### src/hw/rtl/sidta_pkg.sv
package sidta_pkg;

   localparam int MAX_DIGITS  = 10;
   localparam int WORD_DIGITS = 10;
   localparam int BIN_WIDTH   = 32;
   localparam int DIGIT_WIDTH = 4;
   localparam int CHAR_WIDTH  = 6;

   localparam int KEEP_MAX        = (MAX_DIGITS < WORD_DIGITS) ? MAX_DIGITS : WORD_DIGITS;
   localparam int IDX_WIDTH       = $clog2(WORD_DIGITS);
   localparam int SHIFT_CNT_WIDTH = $clog2(BIN_WIDTH);

   localparam logic [CHAR_WIDTH-1:0] CHAR_ZERO  = 6'd48;
   localparam logic [CHAR_WIDTH-1:0] CHAR_MINUS = 6'd45;

   typedef logic [WORD_DIGITS-1:0][DIGIT_WIDTH-1:0] bcd_vec_type;

   typedef struct packed {
      logic go;
      logic negative;
   } emit_ctrl_type;

endpackage

### src/hw/rtl/sidta_bcd.sv
module sidta_bcd (
   input  logic                              clock,
   input  logic                              reset,
   input  logic                              load,
   input  logic [sidta_pkg::BIN_WIDTH-1:0]   bin,
   output logic                              done,
   output sidta_pkg::bcd_vec_type            bcd
);
   import sidta_pkg::*;

   logic                       run_ff, run_in;
   logic                       done_ff, done_in;
   logic [SHIFT_CNT_WIDTH-1:0] cnt_ff, cnt_in;
   logic [BIN_WIDTH-1:0]       bin_ff, bin_in;
   bcd_vec_type                bcd_ff, bcd_in;
   bcd_vec_type                adj;

   // add-3 correction on every digit, then one shift
   always_comb begin
      for (int d = 0; d < WORD_DIGITS; d++) begin
         adj[d] = (bcd_ff[d] >= DIGIT_WIDTH'(5)) ? bcd_ff[d] + DIGIT_WIDTH'(3) : bcd_ff[d];
      end
   end

   always_comb begin
      run_in  = run_ff;
      done_in = 1'b0;
      cnt_in  = cnt_ff;
      bin_in  = bin_ff;
      bcd_in  = bcd_ff;
      if (load) begin
         run_in = 1'b1;
         cnt_in = '0;
         bin_in = bin;
         bcd_in = '0;
      end else if (run_ff) begin
         bin_in = {bin_ff[BIN_WIDTH-2:0], 1'b0};
         for (int d = 0; d < WORD_DIGITS; d++) begin
            if (d == 0) begin
               bcd_in[d] = {adj[d][DIGIT_WIDTH-2:0], bin_ff[BIN_WIDTH-1]};
            end else begin
               bcd_in[d] = {adj[d][DIGIT_WIDTH-2:0], adj[d-1][DIGIT_WIDTH-1]};
            end
         end
         cnt_in = cnt_ff + SHIFT_CNT_WIDTH'(1);
         if (cnt_ff == SHIFT_CNT_WIDTH'(BIN_WIDTH - 1)) begin
            run_in  = 1'b0;
            done_in = 1'b1;
         end
      end
   end

   always_ff @(posedge clock) begin
      if (reset) begin
         run_ff  <= 1'b0;
         done_ff <= 1'b0;
         cnt_ff  <= '0;
      end else begin
         run_ff  <= run_in;
         done_ff <= done_in;
         cnt_ff  <= cnt_in;
      end
      bin_ff <= bin_in;
      bcd_ff <= bcd_in;
   end

   assign done = done_ff;
   assign bcd  = bcd_ff;

endmodule

### src/hw/rtl/sidta_emit.sv
module sidta_emit (
   input  logic                                clock,
   input  logic                                reset,
   input  sidta_pkg::emit_ctrl_type            ctrl,
   input  sidta_pkg::bcd_vec_type              bcd,
   output logic                                strobe,
   output logic [sidta_pkg::CHAR_WIDTH-1:0]    char_code,
   output logic                                last
);
   import sidta_pkg::*;

   typedef enum logic {
      ST_IDLE,
      ST_DIGITS
   } state_type;

   state_type             state_ff;
   logic [IDX_WIDTH-1:0]  idx_ff;
   logic                  strobe_ff;
   logic [CHAR_WIDTH-1:0] char_ff;
   logic                  last_ff;
   logic [IDX_WIDTH-1:0]  top_idx;

   // highest significant digit, clamped to the kept width
   always_comb begin
      top_idx = '0;
      for (int d = 0; d < WORD_DIGITS; d++) begin
         if (bcd[d] != '0) begin
            top_idx = IDX_WIDTH'(d);
         end
      end
      if (top_idx > IDX_WIDTH'(KEEP_MAX - 1)) begin
         top_idx = IDX_WIDTH'(KEEP_MAX - 1);
      end
   end

   always_ff @(posedge clock) begin
      if (reset) begin
         state_ff  <= ST_IDLE;
         strobe_ff <= 1'b0;
         idx_ff    <= '0;
         char_ff   <= '0;
         last_ff   <= 1'b0;
      end else begin
         strobe_ff <= 1'b0;
         unique case (state_ff)
            ST_IDLE: begin
               if (ctrl.go) begin
                  strobe_ff <= 1'b1;
                  if (ctrl.negative) begin
                     char_ff  <= CHAR_MINUS;
                     last_ff  <= 1'b0;
                     idx_ff   <= top_idx;
                     state_ff <= ST_DIGITS;
                  end else begin
                     char_ff <= CHAR_ZERO + {{(CHAR_WIDTH - DIGIT_WIDTH){1'b0}}, bcd[top_idx]};
                     last_ff <= (top_idx == '0);
                     idx_ff  <= top_idx - IDX_WIDTH'(1);
                     if (top_idx != '0) begin
                        state_ff <= ST_DIGITS;
                     end
                  end
               end
            end
            ST_DIGITS: begin
               strobe_ff <= 1'b1;
               char_ff   <= CHAR_ZERO + {{(CHAR_WIDTH - DIGIT_WIDTH){1'b0}}, bcd[idx_ff]};
               last_ff   <= (idx_ff == '0);
               idx_ff    <= idx_ff - IDX_WIDTH'(1);
               if (idx_ff == '0) begin
                  state_ff <= ST_IDLE;
               end
            end
            default: begin
               state_ff <= ST_IDLE;
            end
         endcase
      end
   end

   assign strobe    = strobe_ff;
   assign char_code = char_ff;
   assign last      = last_ff;

endmodule

### src/hw/rtl/signed_int_to_decimal_ascii.sv
// signed 32-bit integer to decimal ascii text
// input: drive req_value and raise start; the transfer happens at a rising
// edge with start high and busy low. busy stays high until the last
// character of that number has been delivered.
// output: one character per rsp_strobe cycle, most significant first; a
// negative number leads with '-'; rsp_last marks the final character.
// each character is valid for exactly one cycle and must be taken then;
// the receiver has no way to hold results off.
// the magnitude runs through a shift-and-add-3 bcd unit, one bit per cycle;
// once it is done, the emit unit registers the first character and the
// rest follow one per cycle.
// a number of n characters (1 to 11) is paced by the bit-serial bcd loop
// and the one-character-per-cycle output sequencer; a new number is taken
// only in idle, once the last character of the previous one is delivered.
// reset: synchronous, active high; returns to idle, drops busy and
// rsp_strobe; a conversion in progress is abandoned.
module signed_int_to_decimal_ascii (
   input  logic                                clock,
   input  logic                                reset,
   input  logic                                start,
   output logic                                busy,
   input  logic signed [sidta_pkg::BIN_WIDTH-1:0] req_value,
   output logic                                rsp_strobe,
   output logic [sidta_pkg::CHAR_WIDTH-1:0]    rsp_char_code,
   output logic                                rsp_last
);
   import sidta_pkg::*;

   typedef enum logic [1:0] {
      ST_IDLE,
      ST_CONVERT,
      ST_EMIT
   } state_type;

   state_type            state_ff;
   logic                 negative_ff;
   logic                 accept;
   logic                 bcd_done;
   logic [BIN_WIDTH-1:0] magnitude;
   bcd_vec_type          bcd;
   emit_ctrl_type        emit_ctrl;

   assign busy      = (state_ff != ST_IDLE);
   assign accept    = start && !busy;
   assign magnitude = req_value[BIN_WIDTH-1] ? (BIN_WIDTH'(0) - req_value) : req_value;

   assign emit_ctrl.go       = (state_ff == ST_CONVERT) && bcd_done;
   assign emit_ctrl.negative = negative_ff;

   always_ff @(posedge clock) begin
      if (reset) begin
         state_ff    <= ST_IDLE;
         negative_ff <= 1'b0;
      end else begin
         unique case (state_ff)
            ST_IDLE: begin
               if (accept) begin
                  negative_ff <= req_value[BIN_WIDTH-1];
                  state_ff    <= ST_CONVERT;
               end
            end
            ST_CONVERT: begin
               if (bcd_done) begin
                  state_ff <= ST_EMIT;
               end
            end
            ST_EMIT: begin
               if (rsp_strobe && rsp_last) begin
                  state_ff <= ST_IDLE;
               end
            end
            default: begin
               state_ff <= ST_IDLE;
            end
         endcase
      end
   end

   sidta_bcd u_bcd (
      .clock (clock),
      .reset (reset),
      .load  (accept),
      .bin   (magnitude),
      .done  (bcd_done),
      .bcd   (bcd)
   );

   sidta_emit u_emit (
      .clock     (clock),
      .reset     (reset),
      .ctrl      (emit_ctrl),
      .bcd       (bcd),
      .strobe    (rsp_strobe),
      .char_code (rsp_char_code),
      .last      (rsp_last)
   );

endmodule
### config.mk
export PLATFORM = sky130hd
export DESIGN_NAME = signed_int_to_decimal_ascii
export DESIGN_NICKNAME = d
export VERILOG_FILES = /design/src/hw/rtl/sidta_pkg.sv /design/src/hw/rtl/sidta_bcd.sv /design/src/hw/rtl/sidta_emit.sv /design/src/hw/rtl/signed_int_to_decimal_ascii.sv
export SDC_FILE = /design/constraint.sdc
export NUM_CORES = 1
export LEC_CHECK = 0
export ABC_CLOCK_PERIOD_IN_PS = 10600
export BUFFER_PORTS_ARGS = -buffer_cell sky130_fd_sc_hd__buf_4
export CORE_MARGIN = 3
export CORE_UTILIZATION = 50
export CTS_BUF_LIST = sky130_fd_sc_hd__clkbuf_4 sky130_fd_sc_hd__clkbuf_8
export DETAILED_ROUTE_END_ITERATION = 8
export PLACE_DENSITY = 0.68
export SYNTH_ARGS = -nofsm -noshare
export SYNTH_HDL_FRONTEND = slang
export SYNTH_SLANG_ARGS = --single-unit
### constraint.sdc
create_clock -name clock -period 10.6 [get_ports clock]
set_clock_uncertainty 0.2 [all_clocks]
set_input_delay 0.53 -clock clock [delete_from_list [all_inputs] [get_ports clock]]
set_output_delay 0.53 -clock clock [all_outputs]
set_load 0.02 [all_outputs]
After elaboration in Yosys (flattened, before gate mapping)
Index checks and enable logic that the tools add are counted.
{ "word_totals": {"ff_bits": 95, "inputBits": 35, "output_inout_bits": 9} }
{ "classes": {"eq_ne": 7, "n_reduce_logical": 23, "add_sub_neg": 16, "mux": 51, "n_lt_le_gt_ge": 13, "bitwise_logic": 2} }
{ "op_table": {"columns": ["op", "n"], "rows": [
  ["two-way mux 32 bit", 3],
  ["two-way mux 4 bit", 16],
  ["greater-or-equal comparator 4 x 3 -> 1 bit (second input constant)", 10],
  ["nonzero test 4 bit", 10],
  ["adder 4 x 2 -> 4 bit (second input constant)", 9],
  ["binary-select mux 4 bit (select 4 bit)", 2],
  ["subtractor 1 x 32 -> 32 bit (first input constant)", 1],
  ["two-way mux 3 bit", 5],
  ["adder 5 x 5 -> 6 bit (first input constant)", 2],
  ["two-way mux 1 bit", 12],
  ["two-way mux 6 bit", 2],
  ["case mux 6 bit (2 select lines)", 1],
  ["less-than comparator 4 x 5 -> 1 bit (second input constant)", 2],
  ["two-way mux 2 bit", 5],
  ["logical NOT 4 bit", 2],
  ["case mux 4 bit (2 select lines)", 1],
  ["subtractor 4 x 1 -> 4 bit (second input constant)", 2],
  ["!= test 2 bit (second input constant)", 3],
  ["case mux 1 bit (2 select lines)", 3],
  ["case mux 2 bit (3 select lines)", 1],
  ["adder 5 x 1 -> 5 bit (second input constant)", 1],
  ["== test 5 bit (second input constant)", 1],
  ["greater-than comparator 4 bit (second input constant)", 1],
  ["nonzero test 2 bit", 2],
  ["12 further kinds", 15]
]} }

Depth between registers and ports, before layout
Gate-level depths: netlist of the first run.
{ "logic_depth": {"word_depth": 18, "depth_mapped": 12, "ltp_nobuf": 12} }

Cells and area by module
Synthesis of the first run repeated with hierarchy kept, for this count alone.
{ "unflattened": {"cells_unflattened": 686, "hier_area_um2": 6422.4} }
{ "by_module_without_submodules": {"columns": ["module", "area_each_um2", "seq_area_each_um2", "cells_each", "n_inst"], "rows": [
  ["sidta_bcd", 4037.6, 1901.8, 398, 1],
  ["sidta_emit", 1481.4, 260.2, 174, 1],
  ["signed_int_to_decimal_ascii", 903.4, 60.1, 114, 1]
]} }

Worst setup path after synthesis of the first run
Ideal clock, no wire load.
{ "synth_path": {"path_kind": "register -> register", "startpoint": "register state_ff[1]", "endpoint": "register u_bcd.bin_ff[0] (enable)", "path_slack_ps": 6795, "path_stages_with_launch": 4, "required_ps": 9934, "arrival_ps": 3140, "setup_time_ps": 466, "period_less_slack_ps": 3805, "path_cell_list": "dfxtp_1 or2_2 clkbuf_1 o21ai_0"} }
{ "synth_between": {"elab_chain_cells": 4} }
{ "synth_rtl": {"columns": ["element", "line_no", "source"], "rows": [
  ["start: declaration", "signed_int_to_decimal_ascii.sv:35", "state_type state_ff;"],
  ["start signal: assignment", "signed_int_to_decimal_ascii.sv:52", "state_ff <= ST_IDLE;"],
  ["start signal: assignment", "signed_int_to_decimal_ascii.sv:59", "state_ff <= ST_CONVERT;"],
  ["start signal: assignment", "signed_int_to_decimal_ascii.sv:64", "state_ff <= ST_EMIT;"],
  ["nonzero test 2 bit", "signed_int_to_decimal_ascii.sv:43", "assign busy = (state_ff != ST_IDLE);"],
  ["net busy", "signed_int_to_decimal_ascii.sv:21", "output logic busy,"],
  ["logical NOT 1 bit", "signed_int_to_decimal_ascii.sv:44", "assign accept = start && !busy;"],
  ["logical AND 1 bit", "signed_int_to_decimal_ascii.sv:44", null],
  ["nonzero test 2 bit (no line)", null, null],
  ["end signal: assignment", "sidta_bcd.sv:63", "bin_ff <= bin_in;"],
  ["end: declaration", "sidta_bcd.sv:14", "logic [BIN_WIDTH-1:0] bin_ff, bin_in;"]
]} }
The timed path passes the listed nets, and every way through them passes these cells.
A chain may end at the register's enable or synchronous reset.

Final worst setup path of the first run
{ "layout_path": {"startpoint": "register u_bcd.bcd_ff, in the netlist u_bcd.bcd[8]", "endpoint": "register u_emit.idx_ff[2]"} }
{ "layout_between": {"elab_chain_cells": 15} }
{ "layout_rtl": {"columns": ["element", "line_no", "source"], "rows": [
  ["start: declaration", "sidta_bcd.sv:15", "bcd_vec_type bcd_ff, bcd_in;"],
  ["start signal: assignment", "sidta_bcd.sv:64", "bcd_ff <= bcd_in;"],
  ["nonzero test 4 bit (*)", "sidta_emit.sv:28", "if (bcd[d] != '0) begin"],
  ["two-way mux 2 bit (*) (2 in a row)", "sidta_emit.sv:28", null],
  ["two-way mux 3 bit (*) (4 in a row)", "sidta_emit.sv:28", null],
  ["two-way mux 4 bit (*) (2 in a row)", "sidta_emit.sv:28", null],
  ["greater-than comparator 4 bit", "sidta_emit.sv:32", "if (top_idx > IDX_WIDTH'(KEEP_MAX - 1)) begin"],
  ["two-way mux 4 bit (*)", "sidta_emit.sv:32", null],
  ["subtractor 4 x 1 -> 4 bit", "sidta_emit.sv:58", "idx_ff <= top_idx - IDX_WIDTH'(1);"],
  ["two-way mux 4 bit (*)", "sidta_emit.sv:50", "if (ctrl.negative) begin"],
  ["two-way mux 4 bit (*)", "sidta_emit.sv:48", "if (ctrl.go) begin"],
  ["case mux 4 bit (2 select lines) (*)", "sidta_emit.sv:46", "unique case (state_ff)"],
  ["end signal: assignment", "sidta_emit.sv:53", "idx_ff <= top_idx;"],
  ["end signal: assignment", "sidta_emit.sv:58", null],
  ["end signal: assignment", "sidta_emit.sv:69", "idx_ff <= idx_ff - IDX_WIDTH'(1);"],
  ["end: declaration", "sidta_emit.sv:18", "logic [IDX_WIDTH-1:0] idx_ff;"]
]} }
Every way passes the cells marked *; elsewhere a longest branch is shown, timed or not. The select of a mux whose other input is x is not followed.

==> results of run 1 <==
kinds of logic (layout without fill, tap and decap cells):
logic type / count (synthesis) / after routing
AO/OA/AOI/OAI: 183 / 183
XOR/XNOR: 53 / 53
multiplexers: 36 / 36
AND/OR/NAND/NOR: 241 / 241
adder cells (fa/ha/maj): 28 / 28
flip-flops: 95 / 95
buffers and inverters: 75 / 102
cell usage after synthesis (3+ instances only):
| master | count |
|---|---|
| o211ai_1 | 5 |
| o21ai_0 | 44 |
| nor3b_1 | 6 |
| dfxtp_1 | 63 |
| mux2i_1 | 28 |
| nor2_1 | 99 |
| o2111ai_1 | 3 |
| nand3b_1 | 4 |
| nor4_1 | 3 |
| nor3b_2 | 3 |
| nand2b_1 | 12 |
| clkbuf_1 | 25 |
| o41ai_1 | 3 |
| buf_1 | 4 |
| a22oi_1 | 3 |
| o41ai_2 | 3 |
| nand2_1 | 44 |
| a221oi_1 | 3 |
| edfxtp_1 | 32 |
| nor3_1 | 20 |
| xor2_1 | 34 |
| inv_1 | 38 |
| o31ai_1 | 6 |
| or3_1 | 5 |
| a21oi_1 | 79 |
| mux4_2 | 8 |
| o21ai_1 | 6 |
| xnor2_1 | 19 |
| ha_1 | 28 |
| nand3_1 | 16 |
| o221ai_1 | 3 |
| buf_2 | 3 |
| buf_6 | 3 |
power breakdown:
part	leakage, nW	internal, W	switching, W
combinational	1.54	0.0000357	0.0000580
clock	0.102	0.000110	0.000135
sequential	0.816	0.000399	0.00000749
critical path, cell delays in order (launching register included):
cell and delay, ns:
dfxtp_1 0.37, inv_1 0.11, ha_1 0.20, or3b_1 0.43, o2111ai_2 0.28, a31oi_2 0.18
nor2_2 0.28, inv_1 0.15, ha_1 0.21, nor2b_1 0.13, xnor2_1 0.15, a221oi_1 0.26
nor2_1 0.06
area by class of cell:
cell class / count / area share
multi-input combinational: 541 / 0.5387
sequential: 95 / 0.3280
timing repair buffer: 48 / 0.05319
tap: 164 / 0.03029
inverter: 38 / 0.02105
clock buffer: 9 / 0.01828
clock inverter: 7 / 0.01053
per-layer routing:
layer	part of all wire	vias up	track usage
met5	0	-	0
met4	0.020	0	0.06728
met3	0.070	24	0.05193
met2	0.44	174	0.3296
met1	0.47	2466	0.3344
li1	-	2579	-
how the worst max path moves through the flow:
stage                        to  cells past startpoint          from  slack (ns)
4_1_cts        u_emit.idx_ff[2]                     12  u_bcd.bcd[8]        7.50
3_5_place_dp   u_emit.idx_ff[2]                     12  u_bcd.bcd[8]        7.52
5_1_grt        u_emit.idx_ff[2]                     12  u_bcd.bcd[8]        7.25
3_3_place_gp   u_emit.idx_ff[2]                     12  u_bcd.bcd[8]        7.53
6_report       u_emit.idx_ff[2]                     12  u_bcd.bcd[8]        7.48
2_1_floorplan   u_bcd.bin_ff[0]                      3   state_ff[1]        6.79
through the flow:
stage / setup WS [ns] / power (W) / utilization / std cells
after floorplan: 6.795 / 0.0004752 / - / 711
after global placement: 7.528 / 0.0005048 / 0.5595 / 886
after detailed placement: 7.517 / 0.0005078 / 0.5595 / 886
after CTS: 7.499 / 0.0007517 / 0.5761 / 902
after global routing: 7.245 / 0.0007799 / 0.5761 / 902
final: 7.478 / 0.0007454 / 0.5761 / 902
flip-flops by register name, summed over array words and instances, names as in the netlist:
| signal | cells |
|---|---|
| u_bcd.cnt_ff | 5 |
| state_ff | 2 |
| u_bcd.bin_ff | 32 |
| u_bcd.done | 1 |
| u_emit.state_ff | 1 |
| u_bcd.bcd | 40 |
| u_emit.idx_ff | 4 |
| u_emit.strobe | 1 |
| u_emit.last | 1 |
| negative_ff | 1 |
| u_emit.char_code | 6 |
| u_bcd.run_ff | 1 |
==> metrics.md, run 1 <==
| Metric | Value |
|---|---|
| Worst-case reg-to-reg path depth | `12` |
| Compound-Gate Fraction of Synth Area | `0.1860` |
| Die W | `between 100 and 150 um` |
| Crit share post-route | `0.2946` |
| Reg-to-Reg Start | `u_bcd.bcd[8]` |
| Antenna cells | `0` |
| Cells after Synth | `711` |
| Largest family of logic cells by synthesized area | `simple AND/OR/NAND/NOR gates` |
| Simple-gate share of the synthesized area | `0.1967` |
| DR WL/cell | `around 17 um` |
| HPWL after detailed placement | `11050 um` |
| Via density | `5.813` |
| Post-CTS setup buffer count | `0` |
| Commonest non-fill, non-tap cell in the layout | `nor2_1` |
| Least-Margin Pin Slew | `1.032 ns` |
| Via count of the routed design | `5243` |
| Most used DFF post-synth | `dfxtp_1` |
| RSZ-0062 raised after global routing | `false` |
| Mapped cell area | `just over 6000 um2` |
| Placed Area | `6580 um2` |
| Area growth, synth to finish | `9.704%` |
| Hold depth | `2` |
| Max FO, Critical Path | `6` |
| Total GRT Usage | `0.2263` |
| Min-delay src | `reset` |
| Final TNS setup | `0 ns` |
| Port Buf Inserts | `43` |
| Initial antenna violation count | `0` |
| Worst setup SP type | `flip-flop` |
| 1st-iter DRT viols | `436` |
| Core Rows | `39` |
| PD cells | `110.0 nW/um2` |
| Initial Util | `0.5252` |
| CTS Buf Count | `9` |
| GR Overflow Total | `0` |
| Commonest non-fill, non-tap cells in the layout | `nor2_1, a21oi_1, dfxtp_1` |
| First-pass GRT wire length | `around 24000 um` |
| CP required | `~11 ns` |
| Seq/Total Area, Yosys | `0.3598` |
| Final Max Tran Viols | `0` |
| Leak Pwr | `2.458 nW` |
| Maximum vdd drop | `roughly 0.082 mV` |
| EDFF count, synth | `32` |
| Post-route ant nets | `0` |
| CTS tree | `built` |
| NumNets Final | `approximately 800` |
| Post-synthesis net count | `between 700 and 800` |
| Layout cells sized above 1 | `0.1396` |
| Yosys top cell area share | `0.2042` |
| CTS root buf | `clkbuf_8` |
| Layout Cell Area excl Fill | `6775 um2` |
| H-tree depth | `3` |
| Post-CTS Resized | `0` |
| Number of global-route vias before repair | `between 4000 and 5000` |
| Clock Path Buffers | `2` |
| Fmax | `between 0.3 and 0.4 GHz` |
| Ports | `44` |
| Final setup fails | `0` |
| Clock Latency Late Sink | `0.38 ns` |
| Synth Area in Adders | `0.05673` |
| Final wirelength | `15210 um` |
| Register area | `2222 um2` |
| Slew margin rel. | `0.3105` |
| Synth unique cells | `75` |
| Avg Inst Size Synth | `8.686 um2` |
| Status | `finished, final reports clean` |
| Final Hold Vio Count | `0` |
| Crit end category | `flip-flop` |
| Largest net degree at the start of global routing | `59` |
| DR pass1 iterations | `6` |
| Critical Path AT | `3.19 ns` |
| Hold buffer count at CTS | `0` |
| YS warnings | `0` |
| Reg2reg end | `u_emit.idx_ff[2]` |
| Multi-input logic area | `3650 um2` |
| Final min period | `3.122 ns` |
| Post-Synth XOR/XNOR Area | `0.07516` |
| HP Class | `in2reg` |
| Synth area leader | `dfxtp_1` |
| WHS | `between 0.2 and 0.25 ns` |
| Multiplexer area fraction after synthesis | `0.07455` |
| Reg2Reg Setup Slack | `approximately 7.5 ns` |
| Routability Congestion | `1.014` |
| CTS sink cnt | `95` |
| Dominant cells by area after synthesis | `dfxtp_1, edfxtp_1, a21oi_1` |
| Hold Crit Endpoint | `state_ff[1]` |
| Die height | `117.1 um` |
| Core area | `11760 um2` |
| Seq cells post-synth | `95` |
| Asr flop ratio synth | `0` |
| Max-cap viol count | `0` |
| Post-route DRC | `0` |
| Reg clk slew, reported paths | `roughly 0.090 ns` |
| Die Area | `around 14000 um2` |
| Fill cells | `around 1100` |
| Crit Path Category | `reg2reg` |
Power figures use the tool's default switching activity.
==> run 2: changes to the inputs <==
--- a/config.mk
+++ b/config.mk
@@ -5,7 +5,7 @@
 export SDC_FILE = /design/constraint.sdc
 export NUM_CORES = 1
 export LEC_CHECK = 0
-export ABC_CLOCK_PERIOD_IN_PS = 10600
+export ABC_CLOCK_PERIOD_IN_PS = 3200
 export BUFFER_PORTS_ARGS = -buffer_cell sky130_fd_sc_hd__buf_4
 export CORE_MARGIN = 3
 export CORE_UTILIZATION = 50
==> constraint.sdc (replaced) <==
create_clock -name clock -period 3.2 [get_ports clock]
set_clock_uncertainty 0.2 [all_clocks]
set_input_delay 0.16 -clock clock [delete_from_list [all_inputs] [get_ports clock]]
set_output_delay 0.16 -clock clock [all_outputs]
set_load 0.02 [all_outputs]
==> metrics.md, run 2 (synthesis gave the netlist of run 1 again) <==
| Metric | Value |
|---|---|
| Least-Margin Pin Slew | `0.6685 ns` |
| Final TNS setup | `0 ns` |
| Post-route insts no fill | `953` |
| Slew margin rel. | `0.5538` |
| Commonest non-fill, non-tap cells in the layout | `nor2_1, a21oi_1, buf_4` |
| CTS sink cnt | `between 90 and 100` |
| NumNets Final | `847` |
| Antenna cells | `0` |
| PD cells | `roughly 350 nW/um2` |
| Final Hold Vio Count | `0` |
| DR WL/cell | `17.10 um` |
| Cells after DPL | `910` |
| Multi-input logic area | `about 3600 um2` |
| Maximum vdd drop | `~0.33 mV` |
| Routability Congestion | `0.9676` |
| Fmax | `about 0.34 GHz` |
| Area growth, synth to finish | `17.26%` |
| Die height | `117.1 um` |
| Final Max Tran Viols | `0` |
| Largest net degree at the start of global routing | `39` |
| Max-cap viol count | `0` |
| H-tree depth | `3` |
| Post-route DRC | `0` |
| Layout cells sized above 1 | `0.1622` |
| CTS root buf | `clkbuf_8` |
| Number of global-route vias before repair | `5195` |
| First-pass GRT wire length | `between 20000 and 30000 um` |
| Total GRT Usage | `0.2459` |
| GR Overflow Total | `0` |
| Crit end category | `flip-flop` |
| Reg clk slew, reported paths | `0.10 ns` |
| Final min period | `2.967 ns` |
| Commonest non-fill, non-tap cell in the layout | `nor2_1` |
| Final setup fails | `0` |
| Post-CTS Resized | `0` |
| HP Class | `in2reg` |
| CP required | `3.29 ns` |
| Status | `finished, final reports clean` |
| CTS Buf Count | `9` |
| Ports | `44` |
| Post-CTS setup buffer count | `0` |
| Crit share post-route | `0.9272` |
| CP peak stage delay | `0.42 ns` |
| Leak Pwr | `2.701 nW` |
| Crit Path Category | `reg2reg` |
| RSZ-0062 raised after global routing | `false` |
| 1st-iter DRT viols | `roughly 460` |
| Largest register FFs | `40` |
| Initial Util | `0.5252` |
| Port Buf Inserts | `43` |
| Via count of the routed design | `5502` |
| Core Rows | `39` |
| Die W | `~120 um` |
| CP max-delay cell | `or3b_1` |
| DR pass1 iterations | `5` |
| CP cell instances | `inv_1, ha_1, or3b_1, o2111ai_2, a31oi_2, nor2_2, inv_1, ha_1, nor2b_1, xnor2_1, a221oi_1, nor2_1` |
| Max FO, Critical Path | `6` |
| Via density | `5.773` |
| Post-route ant nets | `0` |
| CTS tree | `built` |
| Die Area | `about 14000 um2` |
| HPWL after detailed placement | `11980 um` |
| Core area | `between 10000 and 15000 um2` |
| Worst setup SP type | `flip-flop` |
| Final wirelength | `roughly 16000 um` |
| Initial antenna violation count | `0` |
| Register area | `roughly 2200 um2` |
| Clock Path Buffers | `2` |
| Fill cells | `997` |
| Clock Latency Late Sink | `between 0.3 and 0.4 ns` |
| Critical Path AT | `3.05 ns` |
-- run 2: path summary, 6_finish.rpt --
check / from / endpoint / slack (ns) / cells past startpoint
setup / recovery: u_bcd.bcd[8] / u_emit.idx_ff[2] / 0.23 / 12
hold / removal: req_value[10] / u_bcd.bin_ff[10] / 0.02 / 3
setup reg to reg: u_bcd.bcd[8] / u_emit.idx_ff[2] / 0.23 / 12
hold reg to reg: u_emit.char_code[5] / u_emit.char_code[5] / 0.30 / 2
-- run 2: cell type report --
class                      count  area share
clock buffer                   9     0.01710
clock inverter                 7     0.01209
inverter                      38     0.01970
multi-input combinational    541      0.5040
sequential                    95      0.3068
tap                          164     0.02833
timing repair buffer          99      0.1120
-- run 2: stage by stage --
stage	instance area (um2)	setup slack, ns	utilization	total power, W	hold WS (ns)
after detailed placement	6760	0.2808	0.5748	0.001695	0.2640
after global routing	7242	0.07021	0.6158	0.002676	0.02229
after CTS	7242	0.2756	0.6158	0.002585	0.0004146
final	7242	0.2330	0.6158	0.002564	0.02151
after global placement	6760	0.3888	0.5748	0.001681	0.2564
after floorplan	6176	0.2619	-	0.001573	0.05102
-- run 2: what timing repair did --
action,in CTS,in global routing
endpoints found under the setup margin,0,0
hold buffers,27,0
hold endpoints to repair,38,0
-- run 2: critical path: cells and delay by family, from the launching register on --
| kind | cells | cell delay [ns] |
|---|---|---|
| buffers and inverters | 2 | 0.22 |
| xor gates and xnor gates | 1 | 0.14 |
| adders and majority gates | 2 | 0.41 |
| and+or+nand+nor | 4 | 0.78 |
| DFF | 1 | 0.38 |
| AOI/OAI and AO/OA | 3 | 0.75 |
-- run 2: layer usage --
layer  GRT usage  share of wire  up-vias  wire (um)
met5           0              0        -          0
met4     0.06269          0.017        0        269
met3     0.04884          0.057       30        925
met2      0.3971           0.47      166       7626
met1      0.3389           0.46     2618       7477
li1            -              -     2688          -
-- run 2: power by group --
group / leakage (nW) / switching (W) / internal, W / total [W]
Clock: 0.108 / 0.000485 / 0.000381 / 0.000865
Sequential: 0.816 / 0.0000269 / 0.00132 / 0.00135
Combinational: 1.78 / 0.000202 / 0.000147 / 0.000349
Total: 2.70 / 0.000713 / 0.00185 / 0.00256
